==> config.mk <==
export PLATFORM = sky130hd
export DESIGN_NAME = curve_and_lead_speed_limiter_flat
export DESIGN_NICKNAME = d
export VERILOG_FILES = /design/src/design/clls_pkg.sv /design/src/design/clls_if.sv /design/src/design/clls_divsqrt.sv /design/src/design/curve_and_lead_speed_limiter.sv /design/src/flat_wrapper.sv
export SDC_FILE = /design/constraint.sdc
export NUM_CORES = 2
export LEC_CHECK = 0
export ABC_AREA = 1
export BUFFER_PORTS_ARGS = -buffer_cell sky130_fd_sc_hd__buf_2
export CAP_MARGIN = 0
export CORE_ASPECT_RATIO = 0.9
export CORE_MARGIN = 1.5
export CORE_UTILIZATION = 50
export CTS_BUF_LIST = sky130_fd_sc_hd__clkbuf_16
export DETAILED_ROUTE_END_ITERATION = 10
export PLACE_DENSITY = 0.66
export SETUP_SLACK_MARGIN = 0.02
export SLEW_MARGIN = 25
export SYNTH_ARGS = -nofsm -noshare
export SYNTH_HDL_FRONTEND = slang
export SYNTH_SLANG_ARGS = --single-unit
export TNS_END_PERCENT = 50
==> constraint.sdc <==
create_clock -name clk -period 15.05 [get_ports clk]
set_clock_uncertainty 0.15 [all_clocks]
set_input_delay 0.7525 -clock clk [delete_from_list [all_inputs] [get_ports clk]]
set_output_delay 0.7525 -clock clk [all_outputs]
set_load 0.03 [all_outputs]
==> src/design/clls_pkg.sv <==
// Package for the curve and lead speed limiter: payload types, register
// indexes, CORDIC table and sequencer states. No dependencies.
package clls_pkg;

	localparam int CordicSteps = 16;
	localparam int GainInv     = 39797;
	localparam int CurveEps    = 8;

	typedef enum logic [1:0] {
		REG_MAX_LAT  = 2'd0,
		REG_HALF_W   = 2'd1,
		REG_TTC      = 2'd2
	} reg_idx_t;

	typedef struct packed {
		logic signed [23:0] ego_x;
		logic signed [23:0] ego_y;
		logic [15:0]        ego_heading;
		logic [15:0]        ego_speed;
		logic signed [31:0] curve_coef;
		logic [15:0]        speed_cap;
		logic signed [23:0] obstacle_x;
		logic signed [23:0] obstacle_y;
		logic [15:0]        obstacle_speed;
		logic               obstacle_valid;
		logic               frame_last;
	} in_item_t;

	typedef struct packed {
		logic [15:0] target_speed;
		logic        lead_found;
		logic        curve_active;
	} out_item_t;

	typedef enum logic [3:0] {
		ST_IDLE,
		ST_CORDIC,
		ST_GAIN,
		ST_TEST,
		ST_TTC,
		ST_LEAD,
		ST_CHECK_LAST,
		ST_DIV,
		ST_SQRT,
		ST_EMIT
	} state_t;

	function automatic logic [24:0] atan_entry(input logic [3:0] i);
		logic [24:0] r;
		r = '0;
		case (i)
			4'd0:  r = 25'd2097152;
			4'd1:  r = 25'd1238021;
			4'd2:  r = 25'd654136;
			4'd3:  r = 25'd332050;
			4'd4:  r = 25'd166669;
			4'd5:  r = 25'd83416;
			4'd6:  r = 25'd41718;
			4'd7:  r = 25'd20860;
			4'd8:  r = 25'd10430;
			4'd9:  r = 25'd5215;
			4'd10: r = 25'd2608;
			4'd11: r = 25'd1304;
			4'd12: r = 25'd652;
			4'd13: r = 25'd326;
			4'd14: r = 25'd163;
			4'd15: r = 25'd81;
			default: r = '0;
		endcase
		return r;
	endfunction

endpackage

==> src/design/clls_if.sv <==
// Valid/ready channel interfaces carrying the packed payloads.
// Depends on clls_pkg for the payload types.
interface clls_in_if;
	import clls_pkg::*;
	logic     valid;
	logic     ready;
	in_item_t data;
	modport source (output valid, output data, input ready);
	modport sink   (input valid, input data, output ready);
endinterface

interface clls_out_if;
	import clls_pkg::*;
	logic      valid;
	logic      ready;
	out_item_t data;
	modport source (output valid, output data, input ready);
	modport sink   (input valid, input data, output ready);
endinterface

==> src/design/clls_divsqrt.sv <==
// Serial unsigned divider (one quotient bit per cycle) and square root
// (one result bit per cycle). Depends on clls_pkg.
module clls_divsqrt import clls_pkg::*; (
	input  logic        clk,
	input  logic        arst_n,
	input  logic        start,
	input  logic [15:0] accel,
	input  logic [31:0] mag,
	output logic        done,
	output logic [15:0] root
);
	// quotient < 2^47 -> 47 divide steps, then 24 root steps (root < 2^24)
	typedef enum logic [1:0] {DS_IDLE, DS_DIV, DS_SQRT, DS_DONE} ds_t;
	ds_t         st_q;
	logic [5:0]  cnt_q;
	logic [46:0] num_q;
	logic [31:0] rem_q;
	logic [47:0] rad_q;
	logic [25:0] srem_q;
	logic [23:0] res_q;
	logic [32:0] rem_sh;
	logic [25:0] srem_sh;
	logic [25:0] trial;

	always_comb begin
		rem_sh  = {rem_q, num_q[46]};
		srem_sh = {srem_q[23:0], rad_q[47:46]};
		trial   = {res_q, 2'b01};
	end

	always_ff @(posedge clk or negedge arst_n) begin
		if (!arst_n) begin
			st_q  <= DS_IDLE;
			cnt_q <= '0;
		end else begin
			case (st_q)
				DS_IDLE: if (start) begin
					st_q  <= DS_DIV;
					cnt_q <= 6'd46;
				end
				DS_DIV: if (cnt_q == 6'd0) begin
					st_q  <= DS_SQRT;
					cnt_q <= 6'd23;
				end else cnt_q <= cnt_q - 6'd1;
				DS_SQRT: if (cnt_q == 6'd0) st_q <= DS_DONE;
					else cnt_q <= cnt_q - 6'd1;
				DS_DONE: st_q <= DS_IDLE;
				default: st_q <= DS_IDLE;
			endcase
		end
	end

	// hold the root after done until the next start
	always_ff @(posedge clk) begin
		case (st_q)
			DS_IDLE: if (start) begin
				num_q  <= {accel, 31'd0};
				rem_q  <= '0;
				rad_q  <= '0;
				srem_q <= '0;
				res_q  <= '0;
			end
			DS_DIV: begin
				num_q <= {num_q[45:0], 1'b0};
				if (rem_sh >= {1'b0, mag}) begin
					rem_q <= 32'(rem_sh - {1'b0, mag});
					rad_q <= {rad_q[46:0], 1'b1};
				end else begin
					rem_q <= rem_sh[31:0];
					rad_q <= {rad_q[46:0], 1'b0};
				end
			end
			DS_SQRT: begin
				rad_q <= {rad_q[45:0], 2'b00};
				if (srem_sh >= trial) begin
					srem_q <= srem_sh - trial;
					res_q  <= {res_q[22:0], 1'b1};
				end else begin
					srem_q <= srem_sh;
					res_q  <= {res_q[22:0], 1'b0};
				end
			end
			default: ;
		endcase
	end

	assign done = (st_q == DS_DONE);
	assign root = (res_q[23:16] != 8'd0) ? 16'hFFFF : res_q[15:0];
endmodule

==> src/design/curve_and_lead_speed_limiter.sv <==
// Top level of the curve and lead speed limiter.
// Depends on clls_pkg, clls_if (clls_in_if, clls_out_if) and clls_divsqrt.
//
//  channel   dir   payload                                   transfer when
//  in_ch     in    in_item_t (pose, speeds, coef, obstacle)  valid & ready
//  out_ch    out   out_item_t (target_speed, flags)          valid & ready
//  cfg       in    we / idx / wdata, 16-bit registers        we high
//
// Sequence: the idle state takes the item; an obstacle adds 16 CORDIC steps,
// the gain multiply, the tests, the TTC product and the lead update; every
// item then has its frame check. A frame_last item on a curve adds a start
// state and the root unit's divide, square root and done, then the emit.
// One item is in flight at a time; the result waits in the output register.
// Reset clears the registers to their defaults and the lead state.
// A stalled output holds the block in the emit state until transferred.
module curve_and_lead_speed_limiter import clls_pkg::*; (
	input  logic        clk,
	input  logic        arst_n,
	clls_in_if.sink     in_ch,
	clls_out_if.source  out_ch,
	input  logic        cfg_we,
	input  logic [1:0]  cfg_idx,
	input  logic [15:0] cfg_wdata
);
	state_t st_q, st_nx;

	logic [15:0] max_lat_q, half_w_q, ttc_q;
	logic [15:0] lead_min_q;
	logic        lead_seen_q;
	in_item_t    item_q;
	logic signed [35:0] x_q, y_q;
	logic signed [25:0] z_q;
	logic [3:0]  step_q;
	logic signed [26:0] fwd_q, left_q;
	logic        cand_q;
	logic signed [34:0] ttc_prod_q;
	logic [15:0] vrel_q;
	logic        curve_q;
	logic [31:0] mag_q;
	out_item_t   res_q;
	logic        out_v_q;

	logic        accept;
	logic        ds_done;
	logic [15:0] ds_root;
	logic        ds_start;

	assign accept = in_ch.valid && in_ch.ready;
	assign in_ch.ready = (st_q == ST_IDLE);
	assign out_ch.valid = out_v_q;
	assign out_ch.data  = res_q;

	// config writes; unknown index dropped
	always_ff @(posedge clk or negedge arst_n) begin
		if (!arst_n) begin
			max_lat_q <= 16'd768;
			half_w_q  <= 16'd512;
			ttc_q     <= 16'd1280;
		end else if (cfg_we) begin
			case (cfg_idx)
				REG_MAX_LAT: max_lat_q <= cfg_wdata;
				REG_HALF_W:  half_w_q  <= cfg_wdata;
				REG_TTC:     ttc_q     <= cfg_wdata;
				default: ;
			endcase
		end
	end

	// next state
	always_comb begin
		st_nx = st_q;
		case (st_q)
			ST_IDLE: if (accept)
				st_nx = in_ch.data.obstacle_valid ? ST_CORDIC : ST_CHECK_LAST;
			ST_CORDIC: if (step_q == 4'(CordicSteps - 1)) st_nx = ST_GAIN;
			ST_GAIN:  st_nx = ST_TEST;
			ST_TEST:  st_nx = ST_TTC;
			ST_TTC:   st_nx = ST_LEAD;
			ST_LEAD:  st_nx = ST_CHECK_LAST;
			ST_CHECK_LAST: st_nx = !item_q.frame_last ? ST_IDLE :
				(curve_q ? ST_DIV : ST_EMIT);
			ST_DIV:   st_nx = ST_SQRT;
			ST_SQRT:  if (ds_done) st_nx = ST_EMIT;
			ST_EMIT:  if (!out_v_q || out_ch.ready) st_nx = ST_IDLE;
			default:  st_nx = ST_IDLE;
		endcase
	end

	// outputs of the sequencer
	always_comb begin
		ds_start = (st_q == ST_DIV);
	end

	always_ff @(posedge clk or negedge arst_n) begin
		if (!arst_n) st_q <= ST_IDLE;
		else st_q <= st_nx;
	end

	// rotation inputs: quarter turns exact, residual into z
	// offsets reach 2^32 after scaling and grow by the CORDIC gain: 36 bits
	logic [15:0] back_ang, a_ang;
	logic [1:0]  quad;
	logic signed [35:0] dx0, dy0, rx0, ry0;
	always_comb begin
		back_ang = 16'd0 - in_ch.data.ego_heading;
		a_ang    = back_ang + 16'd8192;
		quad     = a_ang[15:14];
		dx0 = (36'($signed(in_ch.data.obstacle_x))
			- 36'($signed(in_ch.data.ego_x))) <<< 8;
		dy0 = (36'($signed(in_ch.data.obstacle_y))
			- 36'($signed(in_ch.data.ego_y))) <<< 8;
		case (quad)
			2'd0: begin rx0 = dx0;  ry0 = dy0;  end
			2'd1: begin rx0 = -dy0; ry0 = dx0;  end
			2'd2: begin rx0 = -dx0; ry0 = -dy0; end
			default: begin rx0 = dy0; ry0 = -dx0; end
		endcase
	end

	logic signed [35:0] tx, ty;
	logic signed [26:0] atan_s;
	assign tx = x_q >>> step_q;
	assign ty = y_q >>> step_q;
	assign atan_s = 27'(atan_entry(step_q));

	logic signed [52:0] gx, gy;
	assign gx = 53'(x_q) * 53'(GainInv);
	assign gy = 53'(y_q) * 53'(GainInv);

	logic [26:0] aleft;
	assign aleft = left_q[26] ? 27'(-left_q) : 27'(left_q);

	always_ff @(posedge clk) begin
		case (st_q)
			ST_IDLE: if (accept) begin
				item_q <= in_ch.data;
				x_q    <= rx0;
				y_q    <= ry0;
				z_q    <= 26'(($signed({1'b0, a_ang[13:0]}) - 16'sd8192)) <<< 8;
				step_q <= '0;
				mag_q  <= in_ch.data.curve_coef[31] ? 32'(-in_ch.data.curve_coef)
					: 32'(in_ch.data.curve_coef);
			end
			ST_CORDIC: begin
				step_q <= step_q + 4'd1;
				if (!z_q[25]) begin
					x_q <= x_q - ty; y_q <= y_q + tx; z_q <= z_q - 26'(atan_s);
				end else begin
					x_q <= x_q + ty; y_q <= y_q - tx; z_q <= z_q + 26'(atan_s);
				end
			end
			ST_GAIN: begin
				fwd_q  <= 27'(gx >>> 24);
				left_q <= 27'(gy >>> 24);
			end
			ST_TEST: begin
				cand_q <= (aleft < {11'd0, half_w_q}) && (fwd_q > 27'sd0)
					&& (item_q.ego_speed > item_q.obstacle_speed);
				vrel_q <= item_q.ego_speed - item_q.obstacle_speed;
			end
			ST_TTC: ttc_prod_q <= $signed({3'd0, ttc_q * 32'(vrel_q)});
			default: ;
		endcase
	end

	always_comb curve_q = (mag_q > 32'(CurveEps));

	// lead state and result register
	logic [15:0] ref_v;
	always_comb begin
		ref_v = item_q.speed_cap;
		if (curve_q && ds_root < ref_v) ref_v = ds_root;
		if (lead_min_q < ref_v) ref_v = lead_min_q;
	end

	always_ff @(posedge clk or negedge arst_n) begin
		if (!arst_n) begin
			lead_min_q  <= 16'hFFFF;
			lead_seen_q <= 1'b0;
			out_v_q     <= 1'b0;
			res_q       <= '0;
		end else begin
			if (st_q == ST_LEAD && cand_q
				&& ($signed({fwd_q, 8'd0}) < ttc_prod_q)) begin
				lead_seen_q <= 1'b1;
				if (item_q.obstacle_speed < lead_min_q) lead_min_q <= item_q.obstacle_speed;
			end
			// load a new result when the output register is free or drains now
			if (st_q == ST_EMIT && (!out_v_q || out_ch.ready)) begin
				out_v_q <= 1'b1;
				res_q   <= '{target_speed: ref_v, lead_found: lead_seen_q,
					curve_active: curve_q};
				lead_min_q  <= 16'hFFFF;
				lead_seen_q <= 1'b0;
			end else if (out_v_q && out_ch.ready) begin
				out_v_q <= 1'b0;
			end
		end
	end

	clls_divsqrt u_divsqrt (
		.clk    (clk),
		.arst_n (arst_n),
		.start  (ds_start),
		.accel  (max_lat_q),
		.mag    (mag_q),
		.done   (ds_done),
		.root   (ds_root)
	);

`ifndef SYNTHESIS
	// take input only while idle
	a_ready_idle: assert property (@(posedge clk) disable iff (!arst_n)
		in_ch.ready |-> (st_q == ST_IDLE)) else $error("ready outside idle");
	// lead flag clears after a result is loaded
	a_clear: assert property (@(posedge clk) disable iff (!arst_n)
		(st_q == ST_EMIT && st_nx == ST_IDLE) |=> (!lead_seen_q && lead_min_q == 16'hFFFF))
		else $error("lead state not cleared");
	// a lead always lowers the minimum below all ones, and only a lead does
	a_lead: assert property (@(posedge clk) disable iff (!arst_n)
		lead_seen_q == (lead_min_q != 16'hFFFF))
		else $error("lead state broken");
`endif
endmodule
==> src/flat_wrapper.sv <==
// flat-port wrapper written by rule: the top's interface ports become plain ports
module curve_and_lead_speed_limiter_flat import clls_pkg::*;
  (clk, arst_n, cfg_we, cfg_idx, cfg_wdata, in_ch_valid, in_ch_data, in_ch_ready, out_ch_valid, out_ch_data, out_ch_ready);
  clls_in_if in_ch_i ();
  clls_out_if out_ch_i ();
  input  logic clk;
  input  logic arst_n;
  input  logic cfg_we;
  input  logic [1:0] cfg_idx;
  input  logic [15:0] cfg_wdata;
  input wire logic [$bits(in_ch_i.valid)-1:0] in_ch_valid;
  input wire logic [$bits(in_ch_i.data)-1:0] in_ch_data;
  output wire logic [$bits(in_ch_i.ready)-1:0] in_ch_ready;
  output wire logic [$bits(out_ch_i.valid)-1:0] out_ch_valid;
  output wire logic [$bits(out_ch_i.data)-1:0] out_ch_data;
  input wire logic [$bits(out_ch_i.ready)-1:0] out_ch_ready;
  assign in_ch_i.valid = in_ch_valid;
  assign in_ch_i.data = in_ch_data;
  assign in_ch_ready = in_ch_i.ready;
  assign out_ch_valid = out_ch_i.valid;
  assign out_ch_data = out_ch_i.data;
  assign out_ch_i.ready = out_ch_ready;
  curve_and_lead_speed_limiter u_core (.clk(clk), .arst_n(arst_n), .in_ch(in_ch_i), .out_ch(out_ch_i), .cfg_we(cfg_we), .cfg_idx(cfg_idx), .cfg_wdata(cfg_wdata));
endmodule
# Yosys cells after proc, flatten, opt, wreduce, memory -nomap -nowiden
# Memory sizes are Yosys's and may differ from the RTL's. A register that Yosys moved wholly into a read port is not among the register bits.
# Cells that the tools add are included.
classes:
  n_eq_ne: 25
  order_cmp: 10
  addsub: 20
  n_mul: 3
  n_shift: 2
  n_reduce_logical: 35
  mux: 56
op_table:
  columns: ["op", "n"]
  rows:
  - ["36-bit case mux with 3 select lines", 2]
  - ["36-bit two-way mux", 4]
  - ["36-bit case mux with 2 select lines", 2]
  - ["48-bit case mux with 3 select lines", 1]
  - ["36-bit by 17-bit multiplier with 51-bit output (second input constant)", 2]
  - ["16-bit two-way mux", 6]
  - ["24-bit case mux with 2 select lines", 2]
  - ["47-bit case mux with 2 select lines", 1]
  - ["36-bit adder", 2]
  - ["24-bit two-way mux", 3]
  - ["36-bit negator", 2]
  - ["36-bit by 4-bit >>> shifter with 36-bit output", 2]
  - ["36-bit subtractor", 2]
  - ["32-bit two-way mux", 2]
  - ["32-bit case mux with 2 select lines", 1]
  - ["26-bit two-way mux", 2]
  - ["26-bit case mux with 2 select lines", 1]
  - ["24-bit by 24-bit subtractor with 25-bit output", 2]
  - ["16-bit < comparator", 3]
  - ["48-bit two-way mux", 1]
  - ["47-bit two-way mux", 1]
  - ["4-bit case mux with 10 select lines", 1]
  - ["35-bit by 33-bit < comparator with 1-bit output", 1]
  - ["33-bit by 32-bit greater-or-equal comparator with 1-bit output", 1]
  - ["other kinds (48)", 104]
word_totals:
  romBits: 352
  mem_count: 1
  wordCells: 184
  reg_bits: 557
  output_inout_bits: 20
  in_bits: 217
mem_list:
  columns: ["memory", "depth", "width", "rd", "rd_clocked_by_memory_dff", "wr", "line", "text"]
  rows:
  - ["(name not given)", 16, 22, 1, 1, 0, "clls_pkg.sv:51", "case (i)"]

# Depth between registers and ports, before layout
depth:
  ltp_word: 7
  depth_mapped: 37
  mapped_depth_nobuf: 35

# Hierarchy
# A second synthesis with hierarchy kept.
hier_totals:
  hier_cells: 10619
  hier_area_um2: 80058.0
modules_own_cells:
  columns: ["module", "cells_per_inst", "instances", "area_per_inst_um2", "seq_area_each_um2"]
  rows:
  - ["curve_and_lead_speed_limiter", 9001, 1, 68638.3, 11257.0]
  - ["clls_divsqrt", 1618, 1, 11419.7, 4524.3]

# Worst setup path after synthesis
# OpenSTA, ideal clock, no wires.
synth_path:
  path_type: "register -> register"
  startpoint: "register u_core.st_q[2]"
  endpoint: "register u_core.atan_s[0] (netlist name)"
  arrival_time_ps: 8508
  setup_ps: 56
  period_less_slack_ps: 8714
  path_stages_with_launch: 16
  setup_slack_ps: 6336
  required_ps: 14844
  path_buffers: 0
  cell_sequence: "dfrtp_1 > nor2_1 > inv_1 > nor2_1 > inv_1 > nor2_1 > nor2_1 > inv_1 > o22ai_1 > inv_1 > ha_1 > inv_1 > nor2_1 > inv_1 > a21oi_1 > or2_2"
synth_between:
  elab_chain_cells: 5
  word_cells_on_any_way: 8
  classes_between: "eq/ne (2); mux (2); reduce/logical (4)"
synth_lines:
  columns: ["item", "line", "text"]
  rows:
  - ["from (decl)", "curve_and_lead_speed_limiter.sv:25", "state_t st_q, st_nx;"]
  - ["from (signal assigned)", "curve_and_lead_speed_limiter.sv:96", "else st_q <= st_nx;"]
  - ["4-bit zero test (*)", "curve_and_lead_speed_limiter.sv:49", "assign in_ch.ready = (st_q == ST_IDLE);"]
  - ["net in_ch_ready", "flat_wrapper.sv:13", "output wire logic [$bits(in_ch_i.ready)-1:0] in_ch_ready;"]
  - ["1-bit logical AND", "curve_and_lead_speed_limiter.sv:48", "assign accept = in_ch.valid && in_ch.ready;"]
  - ["2-bit != test (no source line)", null, null]
  - ["2-bit AND reduction (no source line)", null, null]
  - ["4-bit two-way mux (no source line) (*)", null, null]
# Mark *: on every way through the listed nets, which the timed path passes. The rest lies on a longest branch.
# A chain may end at the register's enable or synchronous reset.

# Final worst setup path
layout_path:
  startpoint: "register u_core.ttc_q[9]"
  endpoint: "register u_core.ttc_prod_q[28] (data pin)"
layout_between:
  elab_chain_cells: 1
layout_lines:
  columns: ["item", "line", "text"]
  rows:
  - ["from (decl)", "curve_and_lead_speed_limiter.sv:27", "logic [15:0] max_lat_q, half_w_q, ttc_q;"]
  - ["from (signal assigned)", "curve_and_lead_speed_limiter.sv:63", "REG_TTC: ttc_q <= cfg_wdata;"]
  - ["16-bit by 16-bit multiplier with 32-bit output", "curve_and_lead_speed_limiter.sv:161", "ST_TTC: ttc_prod_q <= $signed({3'd0, ttc_q * 32'(vrel_q)});"]
  - ["to (signal assigned)", "curve_and_lead_speed_limiter.sv:161", null]
  - ["to (decl)", "curve_and_lead_speed_limiter.sv:36", "logic signed [34:0] ttc_prod_q;"]
# Every way passes these cells.

==> summary.txt <==
Outcome = completed
Chip Height = 371.2 microns
Hold Slack = 0.07909 ns
Vias in the first global route = 62.10k
Placed Instances = 11.43k
First-pass GRT wire length = 335,000 microns
Type of origin of the critical path = flip-flop
DR DRC count = 0
Post-DP HPWL = 170,500 microns
Mapped Cells = 9,409
Reg-to-Reg End = u_core.ttc_prod_q[28]
CP startpoint = u_core.ttc_q[9]
Syn Area/Cell = 8.003 sq um
Final Cycle Share = 0.4713
R2r worst-path depth = 20
Pwr Total = 6.745 mW
Largest net degree at the start of global routing = 73
First-pass DRT Iterations = 8
Area contributors post-synth = fa_1 (20%), edfxtp_1 (17%), ha_1 (15%)
Routability cong. = 0.9607
Critical Path RT = 15.34 ns
Syn_nets = 11.27k
Total wire length = 210,900 microns
Warnings, synthesis = 0
Max Freq = 141.0 MHz
All-Layer GR Usage = 0.2764
Area grow syn2layout = 7.268%
Post_cts resized = 0
Maximum buffer depth of the clock tree = 3
Post-synthesis sequential element count = 548
Max H-tree Level = 3
Final instance area = 80,770 sq um
CTS Hold Bufs = 1
Routed wire per std cell = 18.24 microns
Finished Core Util = 0.5425
Clk pin slew, worst setup/hold paths = 0.06 ns
IO Pins = 237
Hold Vio Cnt, Final = 0
Sequential share of the synthesized area = 0.2096
Critical Path Sink Type = flip-flop
Setup slack, reg-to-reg = 7.96 ns
TritonCTS clock tree = done
Die area = 152,900 sq um
Via count = 63.13k
Hold Crit Class = primary input to flip-flop
Non-Filler Instances = 11.56k
Number of vias per cell = 5.461
Starting Density = 0.5058
Worst setup path end = u_core.ttc_prod_q[28]
Initial antenna violation count = 3
Setup Buffers After CTS = 0
Synth unique cells = 72
Worst Max-Slew Pin Slew = 1.117 ns
Clock sinks = 548
Routed Antenna Nets = 0
VDD IR-drop max = 0.2724 mV
Nets = 11.39k
Horiz. Die Dim = 412.1 microns
Crit path max fanout = 17
MaxCap Viol Count = 0
Top FF cell, synth = edfxtp_1
Post-synthesis async set-or-reset flop share = 0.1752
Post-synth top area cell = fa_1
Cts bufs inserted = 68
CP Class = flip-flop to flip-flop
Max Slew Vio Count = 0
Post-DP Area = 78,360 sq um
Post-Place Worst Slack = 8.080 ns
Synthesized area = 75,300 sq um
Fraction of layout cells with a size suffix above 1 = 0.05114
Slew HR = 0.2533
Core area = 148,900 sq um
IO buf count = 236
Pwr/cell area = 83.50 nW/um^2
Arr. time, crit path = 7.38 ns
Top-area cell type share of the netlist area = 0.2023
Pleak = 40.80 nW
Final setup TNS = 0 ns
Rows = 134
Post-synth EDFFs = 430
Minimum clock period = 7.093 ns
RSZ-0062 raised after global routing = false
RR Startpoint = u_core.ttc_q[9]
Post-route setup slack = 7.957 ns
Initial drt markers = 5,700
Skew-Pair Late Insertion Delay = 0.70 ns
Root Buffer Master = clkbuf_16
Final setup fails = 0
Total grt overflow = 0
## state kept, by name (all words and copies together) (netlist names), 6 cells and up
| name | cells |
|---|---|
| u_core.atan_s | 22 |
| u_core.fwd_q | 27 |
| u_core.half_w_q | 16 |
| u_core.item_q | 49 |
| u_core.lead_min_q | 16 |
| u_core.left_q | 27 |
| u_core.mag_q | 32 |
| u_core.max_lat_q | 16 |
| u_core.out_ch.data | 18 |
| u_core.ttc_prod_q | 32 |
| u_core.ttc_q | 16 |
| u_core.u_divsqrt.cnt_q | 6 |
| u_core.u_divsqrt.num_q | 16 |
| u_core.u_divsqrt.rad_q | 48 |
| u_core.u_divsqrt.rem_q | 32 |
| u_core.u_divsqrt.res_q | 24 |
| u_core.u_divsqrt.srem_q | 24 |
| u_core.vrel_q | 16 |
| u_core.x_q | 36 |
| u_core.y_q | 36 |
| u_core.z_q | 26 |
## synthesized netlist by cell type (13+ instances only)
cell,instances
a21boi_0,19
a21o_1,22
a21oi_1,571
a221oi_1,13
a31oi_1,59
buf_1,18
buf_2,31
clkbuf_1,164
dfrtp_1,75
dfstp_2,21
dfxtp_1,22
edfxtp_1,430
fa_1,761
ha_1,880
inv_1,2088
mux2i_1,28
nand2_1,1762
nand3_1,329
nand4_1,67
nor2_1,529
nor3_1,78
nor4_1,37
o211ai_1,34
o21a_1,45
o21ai_0,552
o21ai_1,98
o21bai_1,26
o22ai_1,62
o31ai_1,17
or2_2,28
xnor2_1,136
xor2_1,246
## per-layer routing
layer / vias up / global-route usage / routed length, microns
met5: - / 0 / 0
met4: 0 / 0.07374 / 5754
met3: 321 / 0.03994 / 15510
met2: 2195 / 0.4296 / 92290
met1: 30310 / 0.4022 / 97300
li1: 30304 / - / -
## power breakdown
group | switching [mW] | internal (mW) | leakage [nW]
clock network | 0.747 | 0.976 | 1.15
registers | 0.0529 | 1.79 | 4.98
logic | 2.04 | 1.14 | 34.7
## kinds of logic (layout without fill, tap and decap cells)
group           Yosys count  after routing  share of synthesized area
compound gates         1587           1587                     0.1168
xor+xnor                385            385                    0.04523
fa+ha+maj              1641           1641                     0.3485
buf+inv                2331           2504                     0.1181
flops                   548            548                     0.2096
mux                      29             29                   0.003905
other cells               0              7                          0
simple gates           2888           2888                     0.1579
## cells in the final DEF, fill, tap and decap left out, drive strengths merged, types with 13 or more instances in the layout
| cell type | Yosys | routed |
|---|---|---|
| nor4 | 38 | 38 |
| a221oi | 13 | 13 |
| o31ai | 17 | 17 |
| a21oi | 571 | 571 |
| or2 | 30 | 30 |
| buf | 67 | 281 |
| ha | 880 | 880 |
| xor2 | 248 | 248 |
| a31oi | 59 | 59 |
| inv | 2096 | 2109 |
| clkinv | 4 | 32 |
| edfxtp | 430 | 430 |
| dfrtp | 75 | 75 |
| dfxtp | 22 | 22 |
| o211ai | 34 | 34 |
| a21o | 22 | 22 |
| mux2i | 29 | 29 |
| o21a | 45 | 45 |
| nand4 | 67 | 67 |
| nor2 | 542 | 542 |
| clkbuf | 164 | 71 |
| fa | 761 | 761 |
| nand2 | 1767 | 1767 |
| o21bai | 26 | 26 |
| nand3 | 329 | 329 |
| a21boi | 24 | 24 |
| xnor2 | 137 | 137 |
| o21ai | 656 | 656 |
| o22ai | 62 | 62 |
| nor3 | 84 | 84 |
| dfstp | 21 | 21 |
## final cells by class
class	count	area, sq um
Clock inverter	51	553.0
Inverter	2100	7895
Clock buffer	71	1777
Antenna cell	7	17.52
Multi-Input combinational cell	6530	50720
Fill cell	13921	68110
Tap cell	1972	2467
Timing Repair Buffer	282	1564
Sequential cell	548	15780
## worst max-delay path, stage by stage, from the launching register on
cell      delay [ns]
dfrtp_1         0.84
nand2_1         0.17
fa_1            0.56
fa_1            0.44
fa_1            0.49
fa_1            0.49
inv_1           0.05
fa_1            0.53
inv_1           0.06
fa_1            0.53
inv_1           0.04
ha_1            0.36
a21oi_1         0.21
o21ai_0         0.09
a21oi_1         0.30
o21ai_0         0.20
a21boi_0        0.48
o21ai_0         0.22
a21boi_0        0.30
o21ai_0         0.15
xor2_1          0.17
## worst min-delay path by stage
stage                                      start  depth (start not counted)                     end  slack [ns]
after floorplan               u_core.lead_seen_q                          2   u_core.out_ch.data[1]        0.29
final                             in_ch_data[76]                          1       u_core.item_q[76]        0.08
after global placement        u_core.lead_seen_q                          2   u_core.out_ch.data[1]        0.30
after detailed placement  u_core.out_ch.data[13]                          2  u_core.out_ch.data[13]        0.31
after CTS                         in_ch_data[67]                          1       u_core.item_q[67]        0.03
after global routing              in_ch_data[13]                          1       u_core.item_q[13]        0.04
Note: power is estimated with default switching activity, not from simulation.
